### src/hdl/asr_pkg.sv
// Package for the ADC sample scaling ring block.
// Holds field widths, ring geometry, result and request codes and register indexes.
// No dependencies; compiled first.
package asr_pkg;

  localparam int RingDepth  = 32;
  localparam int Channels   = 4;
  localparam int MaxResults = 32;

  localparam int ChanW    = 2;
  localparam int RawW     = 12;
  localparam int CntW     = 7;
  localparam int PosW     = 6;
  localparam int KindW    = 2;
  localparam int ValW     = 32;
  localparam int CoefW    = 16;
  localparam int CfgIdxW  = 2;
  localparam int CfgDataW = 64;
  localparam int ActW     = 3;
  localparam int AbsW     = 4;

  localparam int PtrW  = $clog2(RingDepth);
  localparam int FillW = $clog2(RingDepth + 1);
  localparam int MemAw = ChanW + PtrW;

  localparam logic ReqSample = 1'b0;
  localparam logic ReqRead   = 1'b1;

  localparam logic [KindW-1:0] KindEcho  = 2'd0;
  localparam logic [KindW-1:0] KindRing  = 2'd1;
  localparam logic [KindW-1:0] KindEmpty = 2'd2;

  localparam logic [CfgIdxW-1:0] CfgGain   = 2'd0;
  localparam logic [CfgIdxW-1:0] CfgOffset = 2'd1;
  localparam logic [CfgIdxW-1:0] CfgAbs    = 2'd2;
  localparam logic [CfgIdxW-1:0] CfgActive = 2'd3;

  localparam logic [ActW-1:0] ActiveReset = 3'd4;

endpackage

### src/hdl/asr_ring.sv
// Ring storage for all channels: one write port, one registered read port.
// Depends on asr_pkg for address and data widths.
module asr_ring (
  input  logic                           clk_i,
  input  logic                           we_i,
  input  logic [asr_pkg::MemAw-1:0]      waddr_i,
  input  logic signed [asr_pkg::ValW-1:0] wdata_i,
  input  logic                           re_i,
  input  logic [asr_pkg::MemAw-1:0]      raddr_i,
  output logic signed [asr_pkg::ValW-1:0] rdata_o
);
  import asr_pkg::*;

  logic signed [ValW-1:0] mem_q [2**MemAw];
  logic signed [ValW-1:0] rdata_q;

  always_ff @(posedge clk_i) begin
    if (we_i) begin
      mem_q[waddr_i] <= wdata_i;
    end
  end

  always_ff @(posedge clk_i) begin
    if (re_i) begin
      rdata_q <= mem_q[raddr_i];
    end
  end

  assign rdata_o = rdata_q;

endmodule

### config.mk
export PLATFORM = sky130hd
export DESIGN_NAME = asr_ring
export DESIGN_NICKNAME = d
export VERILOG_FILES = /design/src/hdl/asr_pkg.sv /design/src/hdl/asr_ring.sv
export SDC_FILE = /design/constraint.sdc
export NUM_CORES = 2
export LEC_CHECK = 0
export BUFFER_PORTS_ARGS = -buffer_cell sky130_fd_sc_hd__buf_2
export CORE_MARGIN = 10
export CORE_UTILIZATION = 45
export CTS_CLUSTER_SIZE = 10
export DETAILED_ROUTE_END_ITERATION = 8
export GPL_ROUTABILITY_DRIVEN = 0
export GPL_TIMING_DRIVEN = 0
export HOLD_SLACK_MARGIN = 0.08
export PLACE_DENSITY = 0.68
export SLEW_MARGIN = 20
export SYNTH_ARGS = -nofsm -noshare
export SYNTH_HDL_FRONTEND = slang
export SYNTH_SLANG_ARGS = --single-unit
### constraint.sdc
create_clock -name clk_i -period 3.6 [get_ports clk_i]
set_input_delay 0.54 -clock clk_i [delete_from_list [all_inputs] [get_ports clk_i]]
set_output_delay 0.54 -clock clk_i [all_outputs]
set_load 0.05 [all_outputs]
==> results.sh <==
export IMPL_cts_buffer_depth=4
export IMPL_clock_latency_ns=0.91
export IMPL_syn_area_sq_um=157000
export IMPL_final_common_cell="edfxtp_1"
export IMPL_hp_class="input port to flip-flop"
export IMPL_clkPwrFrac_pct=40.4
export IMPL_status="complete, but fails checks"
export IMPL_violations="negative setup slack"
export IMPL_grt_max_degree=93
export IMPL_fin_nets=6795
export IMPL_core_area_sq_um=346000
export IMPL_cts_setup_buffers=0
export IMPL_leakagePower_nw=55.2
export IMPL_ys_seq_area_share_pct=79.2
export IMPL_syn_nets=6039
export IMPL_ios=81
export IMPL_power_switching_mw=20.8
export IMPL_grt_pass1_wl_um=566000
export IMPL_synth_area_per_cell_sq_um=26.1
export IMPL_dp_final_hpwl_um=272000
export IMPL_antenna_found_initial=62
export IMPL_max_slew_worst_pin_slew_ns=1.18
export IMPL_swShare_pct=21.0
export IMPL_start_util_pct=45.2
export IMPL_synthDistinctLibCells=16
export IMPL_vias_per_cell=6.23
export IMPL_dieWidth_um=610
export IMPL_synthTopCellsByArea="edfxtp_1 (79%), mux4_2 (19%), clkbuf_1 (0.44%), nor2_1 (0.29%), buf_2 (0.25%)"
export IMPL_cts_tree="done"
export IMPL_p_int_mw=78.0
export IMPL_finalSetupViolCount=14
export IMPL_cp_top_family="multiplexers"
export IMPL_overflow=0
export IMPL_core_rowCount=216
export IMPL_first_iter_violations=10417
export IMPL_crit_arrival_ns=4.30
export IMPL_async_reset_ff_share_pct=0
export IMPL_grt_pass1_vias=73079
export IMPL_drive_above_1_share_pct=35.7
export IMPL_wl_um=404000
export IMPL_path_clk_slew_ns=0.05
export IMPL_slew_headroom_pct=21.6
export IMPL_cts_inserted_buffers=457
export IMPL_slowest_stage="clkbuf_1"
export IMPL_final_instance_count_excl_fill=11466
export IMPL_num_vias=71464
export IMPL_port_buffers=69
export IMPL_crit_type="input port to flip-flop"
export IMPL_ys_ff_latch=4128
export IMPL_maxCapViolations=0
export IMPL_placed_cells=10839
export IMPL_yosysTopAreaCell="edfxtp_1"
export IMPL_skew_ns=0.0324
export IMPL_seqPwrFrac_pct=53.9
export IMPL_area_delta_synth_final_pct=15.7
export IMPL_slowest_delay_ns=0.89
export IMPL_p_comb_share_pct=5.7
export IMPL_drt_pass1_iterations=8
export IMPL_cp_start_kind="input port"
export IMPL_cpMostUsedCell="mux4_2"
export IMPL_final_util_pct=52.3
export IMPL_peakVddDrop_uv=429
export IMPL_clock_sinks=4128
export IMPL_hold_viol_final=0
export IMPL_drc=0
export IMPL_worst_slack_ns=-0.0812
export IMPL_p_per_area_nw_per_um2=545
export IMPL_critPathMaxFanout=10
export IMPL_post_route_period_util_pct=102
export IMPL_fmax_ghz=0.272
export IMPL_synth_edf_count=4128
export IMPL_clockRootBuffer="clkbuf_16"
export IMPL_final_cell_mix="edfxtp_1 (4128), mux4_2 (1344), clkbuf_16 (469)"
export IMPL_cts_max_level=5
export IMPL_wl_per_cell_um=35.2
export IMPL_crit_buf_inv=4
export IMPL_synth_main_ff_cell="edfxtp_1"
export IMPL_die_h_um=610
export IMPL_cp_required_ns=4.22
export IMPL_finalCriticalPeriod_ns=3.68
export IMPL_critPathCaptureType="flip-flop"
export IMPL_synth_top_area_share_pct=79.2
export IMPL_die_area_sq_um=372000
export IMPL_syn_instance_count=5990
export IMPL_gr_usage_all_layers_pct=21.3
export IMPL_ant_nets=0
export IMPL_total_power_mw=98.8
export IMPL_ys_warn_count=0
export IMPL_cp_cell_sequence="clkbuf_1 > clkbuf_2 > buf_16 > clkbuf_1 > mux4_2 > mux4_2 > mux4_2 > mux2_2"
export IMPL_maxSlewViolCount=0
-- worst register-to-register path, cell delays in order (launching register included) --
cell	delay (ns)
edfxtp_1	0.36
mux4_2	0.49
mux4_2	0.63
mux4_2	0.77
mux2_2	0.39
-- stage by stage --
stage | area, sq um | TNS [ns] | hold WS, ns | worst slack, ns
after floorplan | 157000 | -15.99 | 0.639 | -0.179
after global placement | 163000 | -7037.62 | 1.11 | -3.53
after detailed placement | 168000 | -245.59 | 0.965 | -1.40
after CTS | 181000 | 0 | 0.0845 | 0.000443
after global routing | 181000 | -0.0399 | 0.126 | -0.0198
final | 181000 | -0.528 | 0.139 | -0.0812
-- sequential cells by signal, indices dropped and copies added, names as in the netlist --
signal and flops:
mem_q 4096, rdata_o 32
-- routing by layer --
| metal | part of all wire (%) | global-route usage (%) | vias up |
|---|---|---|---|
| li1 | - | - | 27799 |
| met1 | 36 | 27.9 | 38854 |
| met2 | 49 | 34.0 | 4122 |
| met3 | 11 | 6.22 | 675 |
| met4 | 3.8 | 8.31 | 14 |
| met5 | 0.025 | 0 | - |
-- kinds of logic (layout without fill, tap and decap cells) --
logic type / Yosys count / after routing / share of synthesized area [%]
buffers and inverters: 316 / 1112 / 0.837
flip-flops: 4128 / 4128 / 79.2
multiplexers: 1376 / 1376 / 19.6
other: 0 / 102 / 0
AND/OR/NAND/NOR: 170 / 170 / 0.445
-- synthesized netlist by cell type, types with 7 or more instances --
cell type	instances
buf_1	50
buf_2	79
clkbuf_1	182
edfxtp_1	4128
mux2_2	32
mux4_2	1344
nand2_1	14
nand3_1	12
nor2_1	122
nor2b_1	7
nor3_1	9
-- path summary, 6_finish.rpt --
check	start	to	slack, ns	cells after the start
setup / recovery	raddr_i[2]	rdata_o[29]	-0.08	8
hold reg to reg	mem_q[60][24]	rdata_o[24]	1.24	4
hold / removal	wdata_i[31]	mem_q[1][31]	0.14	1
setup reg to reg	mem_q[119][14]	rdata_o[14]	0.68	4
-- area by class of cell --
cell class / instances / area [sq um]
well taps: 4578 / 5730
fillers: 25430 / 165000
clock inverters: 14 / 171
flip-flops and latches: 4128 / 124000
diodes: 102 / 255
repair buffers: 300 / 5390
plain buffers: 313 / 1510
multi-input cells: 1546 / 32300
clock buffers: 485 / 11800
-- timing repair --
item / 4_1_cts / 5_1_grt
endpoints found under the hold margin: 823 / 0
hold buffers: 29 / 0
resized for setup: 56 / 19
setup endpoints to repair: 32 / 23
-- power groups by stage --
stage	logic (mW)	clock network [mW]	registers, mW
final	5.67	39.9	53.2
after global routing	5.85	42.0	53.2
after CTS	5.62	40.3	53.2
after detailed placement	5.55	0	54.2
after global placement	5.17	0	54.3
after floorplan	2.56	0	54.4
Power figures use the tool's default switching activity.
