**src/hdl/asr_pkg.sv**
```systemverilog
// Package for the ADC sample scaling ring block.
// Holds field widths, ring geometry, result and request codes and register indexes.
// No dependencies; compiled first.
package asr_pkg;

  localparam int RingDepth  = 32;
  localparam int Channels   = 4;
  localparam int MaxResults = 32;

  localparam int ChanW    = 2;
  localparam int RawW     = 12;
  localparam int CntW     = 7;
  localparam int PosW     = 6;
  localparam int KindW    = 2;
  localparam int ValW     = 32;
  localparam int CoefW    = 16;
  localparam int CfgIdxW  = 2;
  localparam int CfgDataW = 64;
  localparam int ActW     = 3;
  localparam int AbsW     = 4;

  localparam int PtrW  = $clog2(RingDepth);
  localparam int FillW = $clog2(RingDepth + 1);
  localparam int MemAw = ChanW + PtrW;

  localparam logic ReqSample = 1'b0;
  localparam logic ReqRead   = 1'b1;

  localparam logic [KindW-1:0] KindEcho  = 2'd0;
  localparam logic [KindW-1:0] KindRing  = 2'd1;
  localparam logic [KindW-1:0] KindEmpty = 2'd2;

  localparam logic [CfgIdxW-1:0] CfgGain   = 2'd0;
  localparam logic [CfgIdxW-1:0] CfgOffset = 2'd1;
  localparam logic [CfgIdxW-1:0] CfgAbs    = 2'd2;
  localparam logic [CfgIdxW-1:0] CfgActive = 2'd3;

  localparam logic [ActW-1:0] ActiveReset = 3'd4;

endpackage

```
**src/hdl/asr_scale.sv**
```systemverilog
// Sample scaling unit: one shared signed multiplier used twice per sample,
// first for raw*33*gain, then for the reciprocal divide by five. Depends on asr_pkg.
module asr_scale (
  input  logic                             clk_i,
  input  logic                             rst_ni,
  input  logic                             start_i,
  input  logic [asr_pkg::RawW-1:0]         raw_i,
  input  logic signed [asr_pkg::CoefW-1:0] gain_i,
  input  logic signed [asr_pkg::CoefW-1:0] offset_i,
  input  logic                             abs_i,
  output logic                             done_o,
  output logic signed [asr_pkg::ValW-1:0]  value_o
);
  import asr_pkg::*;

  localparam int OpW   = 29;
  localparam int ProdW = 2 * OpW;
  localparam int P1W   = 36;   // raw*33*gain plus rounding, with headroom
  localparam int YW    = 28;
  localparam int QW    = 27;
  localparam int VW    = 28;
  localparam int RoundShift = 9;
  localparam int RecipShift = 30;
  localparam logic signed [P1W-1:0] RoundAdd = 36'sd1280;
  // x + 5*2^24 keeps the dividend positive; floor((x+5B)/5) = floor(x/5) + B
  localparam logic signed [YW-1:0]  DivBias  = 28'sd83886080;
  localparam logic signed [VW-1:0]  QuoBias  = 28'sd16777216;
  localparam logic signed [OpW-1:0] RecipM   = 29'sd214748364;   // floor(2^30/5)
  localparam logic [OpW-1:0]        Five     = 29'd5;

  typedef enum logic [2:0] {
    SC_IDLE, SC_MUL_GAIN, SC_BIAS, SC_MUL_RECIP, SC_FIX
  } sc_state_e;

  sc_state_e               state_q;
  logic signed [OpW-1:0]   op_a_q, op_b_q;
  logic signed [ProdW-1:0] prod_q;
  logic signed [CoefW-1:0] offset_q;
  logic                    abs_q;
  logic                    done_q;
  logic signed [ValW-1:0]  value_q;

  logic [OpW-1:0]          raw33;
  logic signed [ProdW-1:0] prod_d;
  logic signed [P1W-1:0]   rnd;
  logic signed [YW-1:0]    y_d;
  logic [QW-1:0]           q0, q_fix;
  logic [OpW-1:0]          five_q0, rem;
  logic signed [VW-1:0]    v, v_abs;

  assign raw33  = (OpW'(raw_i) << 5) + OpW'(raw_i);
  // the shared multiplier
  assign prod_d = ProdW'(op_a_q) * ProdW'(op_b_q);

  always_comb begin
    rnd = P1W'($signed(prod_q[P1W-2:0])) + RoundAdd;
    y_d = YW'($signed(rnd[P1W-1:RoundShift])) + DivBias;
  end

  // quotient estimate is exact or one low; one compare fixes it
  always_comb begin
    q0      = prod_q[RecipShift +: QW];
    five_q0 = (OpW'(q0) << 2) + OpW'(q0);
    rem     = OpW'(op_a_q[YW-2:0]) - five_q0;
    q_fix   = q0 + QW'(rem >= Five);
    v       = $signed({1'b0, q_fix}) - QuoBias + (VW'(offset_q) <<< 8);
    v_abs   = (abs_q && v < 0) ? -v : v;
  end

  // |v| stays below 2^26, so the 32-bit clamp never engages; sign-extend only
  always_ff @(posedge clk_i or negedge rst_ni) begin
    if (!rst_ni) begin
      state_q  <= SC_IDLE;
      op_a_q   <= '0;
      op_b_q   <= '0;
      prod_q   <= '0;
      offset_q <= '0;
      abs_q    <= 1'b0;
      done_q   <= 1'b0;
      value_q  <= '0;
    end else begin
      done_q <= 1'b0;
      case (state_q)
        SC_IDLE: begin
          if (start_i) begin
            op_a_q   <= $signed(raw33);
            op_b_q   <= OpW'(gain_i);
            offset_q <= offset_i;
            abs_q    <= abs_i;
            state_q  <= SC_MUL_GAIN;
          end
        end
        SC_MUL_GAIN: begin
          prod_q  <= prod_d;
          state_q <= SC_BIAS;
        end
        SC_BIAS: begin
          op_a_q  <= OpW'(y_d);
          op_b_q  <= RecipM;
          state_q <= SC_MUL_RECIP;
        end
        SC_MUL_RECIP: begin
          prod_q  <= prod_d;
          state_q <= SC_FIX;
        end
        SC_FIX: begin
          value_q <= ValW'(v_abs);
          done_q  <= 1'b1;
          state_q <= SC_IDLE;
        end
        default: state_q <= SC_IDLE;
      endcase
    end
  end

  assign done_o  = done_q;
  assign value_o = value_q;

endmodule

```
**config.mk**
```make
export PLATFORM = sky130hd
export DESIGN_NAME = asr_scale
export DESIGN_NICKNAME = d
export VERILOG_FILES = /design/src/hdl/asr_pkg.sv /design/src/hdl/asr_scale.sv
export SDC_FILE = /design/constraint.sdc
export NUM_CORES = 2
export LEC_CHECK = 0
export BUFFER_PORTS_ARGS = -buffer_cell sky130_fd_sc_hd__buf_4
export CAP_MARGIN = 20
export CORE_ASPECT_RATIO = 2
export CORE_MARGIN = 2
export CORE_UTILIZATION = 30
export CTS_BUF_LIST = sky130_fd_sc_hd__clkbuf_4 sky130_fd_sc_hd__clkbuf_8
export CTS_CLUSTER_DIAMETER = 50
export DETAILED_ROUTE_END_ITERATION = 6
export PLACE_DENSITY = 0.49
export SYNTH_ARGS = -nofsm -noshare
export SYNTH_HDL_FRONTEND = slang
export SYNTH_SLANG_ARGS = --single-unit
```
**constraint.sdc**
```tcl
create_clock -name clk_i -period 11.9 [get_ports clk_i]
set_clock_uncertainty 0.2 [all_clocks]
set_input_delay 0.595 -clock clk_i [delete_from_list [all_inputs] [get_ports clk_i]]
set_output_delay 0.595 -clock clk_i [all_outputs]
set_load 0.005 [all_outputs]
```
==> results.md <==
* Post-Syn Area at between 0.03 and 0.04 sq mm
* Slew of the pin with the lowest slew margin at 1.10 ns
* Share of layout cells above drive strength 1 at 0.0492
* Initial Util at 0.303
* Placed instance area at 0.0405 sq mm
* Tot GR Track Use at 0.201
* Fin. max-slew vios at 0
* Run status: complete, no violations
* Max clock buf depth at 2
* Sequential element share of the synthesized area at 0.0940
* Ys Warns at 0
* Ys flop type: dfrtp_1
* Yosys top cell area share at 0.469
* Crit path kind: reg2reg
* Worst Path Max Fanout at 11
* First-pass DRT Iterations at 5
* Clock-pin slew on the worst setup and hold paths at 0.08 ns
* Die Y at ~500 um
* EDFF count, synth at 0
* Synth unique cells at 89
* WL per Instance at 22.0 um
* Final WS setup at approximately 2 ns
* Count leader, synth: inv_1
* RD Place Congestion at 0.934
* Clock sink count at 143
* Startpoint types: flip-flop
* Syn_area_per_cell at 9.30 sq um
* Syn_nets at between 5k and 6k
* Initial DRC count at 1340
* Pin count of the biggest net entering global routing at 75
* RSZ-0062 raised after global routing: no
* DR vias at 27.8k
* Drt via density at 4.81
* Final Hold Violating Endpoints at 0
* Tmin final at 9.91 ns
* Post-layout util at 0.326
* Dpl hpwl at between 100000 and 150000 um
* Final nets at 5273
* Mapped Cells at 4093
* PortBufs at 80
* I/O Pins at 81
* Fraction of registers with async set/reset at 1.00
* Worst Setup End Kind: flip-flop
* Placeable Area at 0.126 sq mm
* Fin Setup TNS at 0 ns
* Max Cap Viol at 0
* H-tree levels at 4
* P&R area growth vs syn at 7.73%
* Final period util at 0.833
* CTS Root Buffer Type: clkbuf_8
* Data required, critical path at 12.06 ns
* Most common library cells after synthesis: 971 x inv_1, 891 x fa_1, 595 x nand2_1
* DRT antenna net count at 0
* Design area at 0.0410 sq mm
* Full die area at approximately 0.13 sq mm
* CP arrival at 10.07 ns
* Cts bufs inserted at 17
* Overall die width at ~260 um
* # setup viols final at 0
* WL final at 127000 um
* CTS tree: built
* Worst path most repeated cell: ha_1
* Slowest Stage Delay on Critical Path at approximately 0.88 ns
* Synth top area cells: fa_1 47%, inv_1 9.6%, dfrtp_1 9.4%
* First-pass GRT wire length at about 190000 um
* Relative slew margins at 0.268
* Highest-delay cell along the critical path: dfrtp_1
* Row count at 184
* Post-Place Setup Slack at 2.06 ns
* Area leader, netlist: fa_1
* DRC Markers at 0
* #FFs+latches synth at 143
* Hold WC Path Type: in2reg
* Initial antenna violation count at 1
* Worst-skew pair later-pin latency at 0.54 ns
* Vias in the first global route at roughly 32k
* Overflow after GRT at 0
* Peak Freq at between 100 and 150 MHz
## state kept, by name (all words and copies together), names as in the netlist
signal and flops:
state_q 3, done_o 1, op_b_q 17, offset_q 16
value_o 28, prod_q 49, op_a_q 28, abs_q 1
## worst paths after layout
kind                                        start  slack [ns]  cells past startpoint                 endpoint
max                         op_a_q[4]$_DFFE_PN0P_        1.99                     30  value_o[26]$_DFFE_PN0P_
min in group asynchronous                  rst_ni        0.49                      2  offset_q[8]$_DFFE_PN0P_
max in group asynchronous                  rst_ni        9.85                      4   prod_q[29]$_DFFE_PN0P_
min                                   offset_i[1]        0.08                      3  offset_q[1]$_DFFE_PN0P_
max reg2reg                 op_a_q[4]$_DFFE_PN0P_        1.99                     30  value_o[26]$_DFFE_PN0P_
min reg2reg                prod_q[41]$_DFFE_PN0P_        0.28                      2   prod_q[41]$_DFFE_PN0P_
## metal layers
metal  vias to the layer above  wire length, um  GRT usage
met2                       620            73900      0.410
met5                         -                0          0
met4                         0            11700      0.154
li1                      12313                -          -
met3                       330             2540     0.0125
met1                     14517            39200      0.181
## repair_timing
item,CTS,global route
resized for setup,0,0
hold buffers,1,0
setup buffers,0,0
hold endpoints to repair,73,0
## logic make-up after synthesis
kind of cell	Yosys count	synth area share
AND/OR/NAND/NOR	1051	0.127
adder cells (fa/ha/maj)	1135	0.549
flip-flops	143	0.0940
buffers and inverters	1133	0.114
XOR/XNOR	171	0.0397
AO/OA/AOI/OAI	455	0.0754
multiplexers	5	0.00138
## worst max-delay path: cells and delay by family, from the launching register on
| kind | cells | cell delay [ns] |
|---|---|---|
| XOR/XNOR | 2 | 0.34 |
| multiplexers | 1 | 0.36 |
| AO/OA/AOI/OAI | 15 | 4.18 |
| adder cells (fa/ha/maj) | 6 | 2.32 |
| flip-flops | 1 | 0.88 |
| AND/OR/NAND/NOR | 6 | 1.47 |
## cell type report
class,count,area [sq um]
multi-input cells,2817,30200
diodes,2,5.00
flip-flops and latches,143,3580
inverters,971,3640
well taps,1674,2090
clock inverters,12,134
clock buffers,20,269
repair buffers,140,1100
fillers,13275,84700
## cells in the final DEF (no fill, tap or decap), drive strengths merged, types with 20 or more instances in the layout
master / count
buf: 139
a21oi: 104
nor3: 36
nand3: 52
xor2: 49
a21o: 43
nor2: 101
clkbuf: 20
inv: 973
o21ai: 159
nand2: 596
and2: 120
nor2b: 42
ha: 244
nand4: 31
fa: 891
xnor2: 121
dfrtp: 143
## metrics by stage
stage	hold slack, ns	std cells
finish	0.0757	5779
floorplan	0.0994	4093
global route	0.0568	5778
global placement	0.266	5742
detailed placement	0.273	5742
CTS	0.0362	5775
Power is not shown: default switching activity piles up to over one toggle a cycle in this logic, so the estimate is an artifact.
